<file path="src/sv/mpd_pkg.sv">
// ----------------------------------------------------------------------------
// mpd_pkg - shared types and constants for the Merkle path direction block
// Field widths, depth limit and the step unit's result bundle.
// ----------------------------------------------------------------------------
package mpd_pkg;

  localparam int SIZE_W         = 32;
  localparam int LEVEL_W        = 6;
  localparam int MAX_TREE_DEPTH = 32;

  // result of one pass through the shared compare/subtract unit
  typedef struct packed {
    logic              search;    // mask not yet below size
    logic              right;     // index bit under mask is set
    logic [SIZE_W-1:0] size_sub;  // size - mask
    logic [SIZE_W-1:0] index_sub; // index - mask
  } step_res_t;

endpackage

</file>
<file path="src/sv/merkle_path_direction_top.sv">
// ----------------------------------------------------------------------------
// merkle_path_direction_top - path direction of a leaf in an unbalanced tree
// Reports whether a leaf's path goes left (0) or right (1) at a given level.
// ----------------------------------------------------------------------------
// Usage:
//   Input channel (in_valid/in_ready) carries tree_size, leaf_index and
//   level. Result channel (out_valid/out_ready) carries direction and
//   valid_res; valid_res is 0 for a size below two, an index not below the
//   size, or a level past the end of the path (direction is then 0).
//   One item is in flight at a time: in_ready is high only while idle.
//   After the transfer in, the operands are checked in ST_CHECK, then the walk
//   in ST_RUN takes one mask position per cycle: the mask starts at bit 31 and
//   moves down one bit at a time, either while searching for the first power
//   of two below the size or while applying one tree level. When the path
//   ends above the requested level, a final pass through ST_RUN ends the walk.
//   The result is then offered in ST_OUT, and in_ready returns in the cycle
//   after the result transfer.
//   The result is held in an output register until out_ready; a stalled
//   receiver simply holds the block busy. Synchronous active-low reset
//   returns the block to idle with no result pending.
// ----------------------------------------------------------------------------
module merkle_path_direction_top
  import mpd_pkg::*;
(
  input  logic               clk,
  input  logic               rst_n,
  input  logic               in_valid,
  output logic               in_ready,
  input  logic [SIZE_W-1:0]  in_tree_size,
  input  logic [SIZE_W-1:0]  in_leaf_index,
  input  logic [LEVEL_W-1:0] in_level,
  output logic               out_valid,
  input  logic               out_ready,
  output logic               out_direction,
  output logic               out_valid_res
);

  localparam logic [1:0] ST_IDLE  = 2'd0;
  localparam logic [1:0] ST_CHECK = 2'd1;
  localparam logic [1:0] ST_RUN   = 2'd2;
  localparam logic [1:0] ST_OUT   = 2'd3;

  localparam logic [SIZE_W-1:0]  MASK_TOP  = {1'b1, {(SIZE_W-1){1'b0}}};
  localparam logic [SIZE_W-1:0]  SIZE_ONE  = SIZE_W'(1);
  localparam logic [LEVEL_W-1:0] DEPTH_LIM = LEVEL_W'(MAX_TREE_DEPTH);

  logic [1:0]         state_r, state_nxt;
  logic [SIZE_W-1:0]  size_r, size_nxt;
  logic [SIZE_W-1:0]  index_r, index_nxt;
  logic [SIZE_W-1:0]  mask_r, mask_nxt;
  logic [LEVEL_W-1:0] level_r, level_nxt;
  logic [LEVEL_W-1:0] step_r, step_nxt;
  logic               dir_r, dir_nxt;
  logic               ok_r, ok_nxt;
  step_res_t          su;

  mpd_step_unit u_step (
    .size  (size_r),
    .index (index_r),
    .mask  (mask_r),
    .res   (su)
  );

  always_comb begin
    state_nxt = state_r;
    size_nxt  = size_r;
    index_nxt = index_r;
    mask_nxt  = mask_r;
    level_nxt = level_r;
    step_nxt  = step_r;
    dir_nxt   = dir_r;
    ok_nxt    = ok_r;
    case (state_r)
      ST_IDLE: begin
        if (in_valid) begin
          size_nxt  = in_tree_size;
          index_nxt = in_leaf_index;
          level_nxt = in_level;
          mask_nxt  = MASK_TOP;
          step_nxt  = '0;
          dir_nxt   = 1'b0;
          ok_nxt    = 1'b0;
          state_nxt = ST_CHECK;
        end
      end
      ST_CHECK: begin
        if (size_r <= SIZE_ONE || index_r >= size_r || level_r >= DEPTH_LIM) begin
          state_nxt = ST_OUT;
        end else begin
          state_nxt = ST_RUN;
        end
      end
      ST_RUN: begin
        if (size_r == SIZE_ONE) begin
          // path ended above the requested level
          state_nxt = ST_OUT;
        end else if (su.search) begin
          mask_nxt = mask_r >> 1;
        end else if (step_r == level_r) begin
          dir_nxt   = su.right;
          ok_nxt    = 1'b1;
          state_nxt = ST_OUT;
        end else begin
          // new size never exceeds the mask, so the search resumes from half the mask
          if (su.right) begin
            size_nxt  = su.size_sub;
            index_nxt = su.index_sub;
          end else begin
            size_nxt  = mask_r;
          end
          mask_nxt = mask_r >> 1;
          step_nxt = step_r + LEVEL_W'(1);
        end
      end
      ST_OUT: begin
        if (out_ready) begin
          state_nxt = ST_IDLE;
        end
      end
      default: begin
        state_nxt = ST_IDLE;
      end
    endcase
  end

  always_ff @(posedge clk) begin
    if (!rst_n) begin
      state_r <= ST_IDLE;
    end else begin
      state_r <= state_nxt;
    end
  end

  always_ff @(posedge clk) begin
    size_r  <= size_nxt;
    index_r <= index_nxt;
    mask_r  <= mask_nxt;
    level_r <= level_nxt;
    step_r  <= step_nxt;
    dir_r   <= dir_nxt;
    ok_r    <= ok_nxt;
  end

  assign in_ready      = (state_r == ST_IDLE);
  assign out_valid     = (state_r == ST_OUT);
  assign out_direction = dir_r;
  assign out_valid_res = ok_r;

  // a transfer in always starts the operand check
  a_start_check: assert property (@(posedge clk) disable iff (!rst_n)
    (in_valid && in_ready) |=> (state_r == ST_CHECK))
    else $error("transfer in did not start operand check");

  // the walk keeps the leaf inside the remaining subtree
  a_index_in_range: assert property (@(posedge clk) disable iff (!rst_n)
    (state_r == ST_RUN) |-> (index_r < size_r))
    else $error("leaf index left the subtree");

  // mask is still nonzero whenever a level can be applied
  a_mask_live: assert property (@(posedge clk) disable iff (!rst_n)
    (state_r == ST_RUN && size_r > SIZE_ONE) |-> (mask_r != '0))
    else $error("mask ran out before the path ended");

  // a left direction is reported for every invalid result
  a_invalid_left: assert property (@(posedge clk) disable iff (!rst_n)
    (out_valid && !out_valid_res) |-> !out_direction)
    else $error("invalid result carries a right direction");

endmodule

</file>
<file path="src/sv/mpd_step_unit.sv">
// ----------------------------------------------------------------------------
// mpd_step_unit - compare and subtract unit shared by every tree level
// Tests the mask against the remaining size, picks the index bit under it
// and forms the right-branch size and index.
// ----------------------------------------------------------------------------
module mpd_step_unit
  import mpd_pkg::*;
(
  input  logic [SIZE_W-1:0] size,
  input  logic [SIZE_W-1:0] index,
  input  logic [SIZE_W-1:0] mask,
  output step_res_t         res
);

  always_comb begin
    res.search    = (mask >= size);
    res.right     = |(index & mask);
    res.size_sub  = size - mask;
    res.index_sub = index - mask;
  end

endmodule

</file>
<file path="config.mk">
export PLATFORM = sky130hd
export DESIGN_NAME = merkle_path_direction_top
export DESIGN_NICKNAME = d
export VERILOG_FILES = /design/src/sv/mpd_pkg.sv /design/src/sv/merkle_path_direction_top.sv /design/src/sv/mpd_step_unit.sv
export SDC_FILE = /design/constraint.sdc
export NUM_CORES = 1
export LEC_CHECK = 0
export ABC_AREA = 1
export BUFFER_PORTS_ARGS = -buffer_cell sky130_fd_sc_hd__buf_2
export CAP_MARGIN = 20
export CELL_PAD_IN_SITES_DETAIL_PLACEMENT = 1
export CELL_PAD_IN_SITES_GLOBAL_PLACEMENT = 1
export CORE_MARGIN = 2
export CORE_UTILIZATION = 42
export CTS_BUF_LIST = sky130_fd_sc_hd__clkbuf_16
export DETAILED_ROUTE_END_ITERATION = 10
export GPL_ROUTABILITY_DRIVEN = 0
export PLACE_DENSITY = 0.9
export SETUP_SLACK_MARGIN = 0.4
export SYNTH_ARGS = -nofsm -noshare
export SYNTH_HDL_FRONTEND = slang
export SYNTH_SLANG_ARGS = --single-unit
</file>
<file path="constraint.sdc">
create_clock -name clk -period 5 [get_ports clk]
set_input_delay 1 -clock clk [delete_from_list [all_inputs] [get_ports clk]]
set_output_delay 1 -clock clk [all_outputs]
set_load 0.05 [all_outputs]
</file>
# ---- After elaboration in Yosys (flattened, before gate mapping)
# Index checks and enable logic that the tools add are counted.
dict set report word_totals {
  regBits 112
  in_bits 74
  out_inout_bits 4
  elab_cells 80
}
dict set report classes {
  n_addsub 3
  n_lt_le_gt_ge 4
  n_eq_ne 15
  mux 38
  bitwise_logic 1
  reduce_logical 11
}
# cell n
set op_table {}
lappend op_table {{$mux 32} 14}
lappend op_table {{$pmux 32 s2} 3}
lappend op_table {{$ge 32x32->1} 2}
lappend op_table {{$sub 32x32->32} 2}
lappend op_table {{$and 32x32->32} 1}
lappend op_table {{$eq 32x1->1 const B} 1}
lappend op_table {{$le 32x1->1 const B} 1}
lappend op_table {{$reduce_or 32->1} 1}
lappend op_table {{$mux 6} 4}
lappend op_table {{$ne 2x2->1 const B} 6}
lappend op_table {{$pmux 6 s2} 1}
lappend op_table {{$mux 2} 5}
lappend op_table {{$reduce_and 5->1} 2}
lappend op_table {{$ne 3x3->1 const B} 3}
lappend op_table {{$mux 1} 8}
lappend op_table {{$pmux 2 s4} 1}
lappend op_table {{$reduce_and 4->1} 2}
lappend op_table {{$add 6x1->6 const B} 1}
lappend op_table {{$eq 6x6->1} 1}
lappend op_table {{$ge 6x6->1 const B} 1}
lappend op_table {{$reduce_and 6->1} 1}
lappend op_table {{$eq 2x2->1 const B} 2}
lappend op_table {{$pmux 1 s2} 2}
lappend op_table {{$eq 2x1->1 const B} 1}
lappend op_table {{5 further kinds} 6}

# ---- Logic depth before layout (Yosys ltp)
dict set report depth {
  word_depth 7
  ltp_mapped 19
}

# ---- Hierarchy
# A second synthesis with hierarchy kept.
dict set report hier_totals {
  hier_cells 1759
  hier_area_um2 11372.2
}
# mod instances cells_each area_per_inst_um2 seq_area_each_um2
set modules_own_cells {}
lappend modules_own_cells {merkle_path_direction_top 1 659 5960.7 3343.2}
lappend modules_own_cells {mpd_step_unit 1 1100 5411.4 0.0}

# ---- Worst setup path before layout
# No wires, ideal clock.
dict set report synth_timing {
  path_kind {register to register}
  start {reg mask_r[0]}
  end {reg index_r[0], enable pin}
  setup_ps 502
  arrival_time_ps 4841
  t_required_ps 4498
  slack_ps -342
  stages_incl_launch_ff 16
  path_buffers 0
  period_less_slack_ps 5342
  path_cell_list {edfxtp_1 ha_1 fa_1 inv_1 nand2_1 nand2_1 nand3_1 nand2_2 nand2_2 nand2_2 nand2_1 nand2_1 nand2_2 nand2_1 nand2_1 nor4_1}
}
dict set report synth_via {
  elab_chain_cells 4
  elab_cells_between_ends 6
}
# element line_no
set synth_rtl {}
lappend synth_rtl {{start, declared} merkle_path_direction_top.sv:50} ;# logic [SIZE_W-1:0] mask_r, mask_nxt;
lappend synth_rtl {{start signal, assigned} merkle_path_direction_top.sv:137} ;# mask_r <= mask_nxt;
lappend synth_rtl {{branches (longest 3 deep; another with $ge 32x32->1)} n/a}
lappend synth_rtl {{$reduce_and 6->1 (no source line) (*)} n/a}
lappend synth_rtl {{end signal, assigned} merkle_path_direction_top.sv:136} ;# index_r <= index_nxt;
lappend synth_rtl {{end, declared} merkle_path_direction_top.sv:49} ;# logic [SIZE_W-1:0] index_r, index_nxt;
# Mark *: on every way between the ends.
# A chain may end at the register's enable or synchronous reset.

# ---- Final worst setup path
dict set report layout_timing {
  start {reg size_r[0]}
  end {reg size_r[17], enable pin}
}
dict set report layout_via {
  elab_chain_cells 3
  elab_cells_between_ends 5
}
# element line_no
set layout_rtl {}
lappend layout_rtl {{start, declared} merkle_path_direction_top.sv:48} ;# logic [SIZE_W-1:0] size_r, size_nxt;
lappend layout_rtl {{start signal, assigned} merkle_path_direction_top.sv:135} ;# size_r <= size_nxt;
lappend layout_rtl {{$ge 32x32->1 or $eq 32x1->1 (tied branches)} {mpd_step_unit.sv:16, merkle_path_direction_top.sv:94}}
lappend layout_rtl {{$ne 2x2->1 (no source line)} n/a}
lappend layout_rtl {{$reduce_and 5->1 (no source line) (*)} n/a}
# Mark *: on every way between the ends. The rest lies on a longest branch, timed or not.

==> out/metrics.csv <==
stage,metric,value,unit
run_status,status,"complete, no violations",
sta,finalSetupTns,0,ps
floorplanning,rows,56,
final_layout,regArea,3340,um^2
sta,maxSlewViolCount,0,
worst_setup_path,start_kind,flop,
worst_hold_path,min_path_type,flop to flop,
worst_setup_path,crit_slowest_cell,buf_4,
detailed_routing,drc,0,
grt,grt_start_max_net_pins,69,
detailed_routing,drtIter0Drc,1155,
floorplanning,die_w,159,um
worst_setup_path,path_cells,"inv_1, ha_1, fa_1, inv_1, nand2_1, nand2_1, nand3_1, nand2_2, nand2_2, nand2_2, nand2_1, nand2_1, nand2_2, nand2_1, nand2_1, nor3_4, buf_4",
worst_setup_path,crit_type,flop to flop,
worst_setup_path,arrival,3500,ps
flow_run,cap_viol_max_count,0,
grt,grt_pass1_vias,10300,
floorplanning,io_pins,78,
grt,gr-usage-all-layers,28.3,%
worst_setup_path,critPathCaptureType,flop,
yosys,synth-edff-count,110,
sta,hold_viol,0,
yosys,avgSynthCellArea,7.69,um^2
yosys,synth_seq_cells,112,
sta,rsz0062_at_grt,false,
final_layout,fill_cells,2989,
grt,antenna_found_initial,0,
yosys,yosys_warnings,0,
yosys,synth_nets,1520,
clock_tree,cts_tree,done,
placement,io_buffers,77,
grt,grt_pass1_wl,56.5,mm
sta,max_freq,0.287,GHz
detailed_routing,drtAntennaViolNets,0,
clock_tree,hold_buffers,0,
sta,max_slew_margin,38.7,%
detailed_routing,viasPerCell,5.78,
yosys,synthFlopType,edfxtp_1,
placement,dp_hpwl,27.9,mm
clock_tree,numCtsBuffers,9,
worst_setup_path,rrSetupSlack,1520,ps
floorplanning,core,23500,um^2
detailed_routing,routed-via-count,9890,
floorplanning,initial_core_util,42.8,%
final_layout,layout-drive-gt1-share,10.2,%
yosys,ys_seq_area_share,33.2,%
clock_tree,clk_pin_slew_worst_paths,80,ps
clock_tree,cts.path.max_buffers,2,
sta,fin_crit,3480,ps
sta,finalSetupViolCount,0,
yosys,syn_inst,1312,
detailed_routing,firstDrtPassIters,5,
sta,timing.final.crit_share,69.6,%
floorplanning,die_y,159,um
floorplanning,die-area,25300,um^2
sta,clock_skew,13.1,ps
worst_setup_path,worst_path_most_repeated_cell,nand2_1,
grt,grt_overflow,0,
worst_setup_path,required,5020,ps
final_layout,n_antenna_cell,0,
clock_tree,clock_latency,380,ps
final_layout,syn_to_final_growth,10.6,%
detailed_routing,wirelength,36.0,mm
yosys,ys_async_sr_fraction,0,%
worst_setup_path,max_stage_delay,480,ps
clock_tree,ctsResizeCount,0,
clock_tree,cts.sinks,112,
yosys,syn_area,10100,um^2
detailed_routing,avgRoutedWirePerCell,21.0,um
clock_tree,post_cts_buffers,0,
clock_tree,htree_levels,3,
final_layout,fin_nets,1594,
worst_setup_path,path_max_fanout,32,
sta,worstMarginPinSlew,919,ps
yosys,synth_cell_types,50,
clock_tree,clock-root-buffer,clkbuf_16,
final_layout,multi_input_area,5920,um^2
## flip-flops by register name, summed over array words and instances, names as in the netlist
signal         cells
mask_r            32
level_r            6
step_r             6
index_r           32
size_r            32
out_valid_res      1
state_r            2
out_direction      1
## through the flow
step | utilization (%) | cell area (um^2) | hold WS (ps) | setup WS, ps | instances
CTS | 47.4 | 11100 | 559 | 1550 | 1710
floorplan | - | 10100 | 488 | 992 | 1312
finish | 47.4 | 11100 | 562 | 1520 | 1710
global route | 47.4 | 11100 | 600 | 1360 | 1710
global placement | 46.1 | 10900 | 514 | 1740 | 1694
detailed placement | 46.1 | 10900 | 533 | 1650 | 1694
## cells in the mapped netlist, types with 4 or more instances
library cell | n | share of area [%]
nand3_1 | 51 | 2.5
nand4_1 | 15 | 0.93
ha_1 | 132 | 16
nor2_1 | 114 | 4.2
xnor2_1 | 17 | 1.5
buf_2 | 5 | 0.25
a221oi_1 | 4 | 0.35
nand2_1 | 299 | 11
nor3_1 | 17 | 0.84
nand2_2 | 13 | 0.81
o221ai_1 | 14 | 1.2
o211ai_1 | 10 | 0.74
o21ai_0 | 63 | 3.1
a21o_1 | 6 | 0.45
nor4_1 | 14 | 0.87
clkbuf_1 | 13 | 0.48
a21oi_1 | 101 | 5.0
a22oi_1 | 5 | 0.37
edfxtp_1 | 110 | 33
xor2_1 | 16 | 1.4
a21oi_2 | 4 | 0.35
o21bai_1 | 11 | 0.82
o21ai_2 | 4 | 0.35
o21ai_1 | 7 | 0.35
a31oi_1 | 13 | 0.81
or2_2 | 8 | 0.50
nand3b_1 | 8 | 0.60
inv_1 | 204 | 7.6
## metal layers
metal | up-vias | wire, um | global-route usage [%] | share of wire (%)
li1 | 4570 | - | - | -
met1 | 4812 | 15000 | 37.6 | 42
met2 | 441 | 17000 | 48.1 | 47
met3 | 67 | 2770 | 2.21 | 7.7
met4 | 0 | 1180 | 11.0 | 3.3
met5 | - | 0 | 0 | 0
## worst max-delay path, delay by kind of cell, from the launching register on
kind	cells	cell delay, ps
and+or+nand+nor	12	1330
buffers and inverters	3	690
adders and majority gates	2	690
DFF	1	390
## cells in the final DEF (no fill, tap or decap), drive strengths merged, types with 2 or more instances in the layout
cell      instances
nand2           312
inv             205
ha              132
nor2            118
edfxtp          110
a21oi           105
buf              83
o21ai            74
nand3            52
xnor2            17
nor3             17
xor2             16
nand4            16
o221ai           14
nor4             14
a31oi            13
o21bai           13
or2              11
o211ai           10
clkbuf            9
nand3b            8
a21o              6
a22oi             5
a221oi            4
clkinv            4
o21a              3
nor3b             3
o311ai            2
and2              2
fa                2
clkinvlp          2
dfxtp             2
## area by class of cell
class                      count  share of cell area (%)
clock buffer                   9                    2.02
clock inverter                 7                   0.561
inverter                     205                    6.90
multi-input combinational    975                    53.1
sequential                   112                    30.0
tap                          319                    3.58
timing repair buffer          83                    3.86
## kinds of logic (layout without fill, tap and decap cells)
logic type,Yosys count,after routing,share of synthesized area [%]
AO/OA/AOI/OAI,253,253,15.0
XOR/XNOR,33,33,2.87
adder cells (fa/ha/maj),134,134,16.8
buffers and inverters,225,304,8.44
flip-flops,112,112,33.2
AND/OR/NAND/NOR,555,555,23.7
## worst paths after layout
path,start,cells past startpoint,to
worst max register to register,size_r[0],17,size_r[17]
worst max-delay path,size_r[0],17,size_r[17]
worst min register to register,state_r[0],2,state_r[0]
worst min-delay path,state_r[0],2,state_r[0]
Power is left out: the tool's default activity adds up to more than one toggle a clock period on the data nets, which glitch-free logic cannot reach.
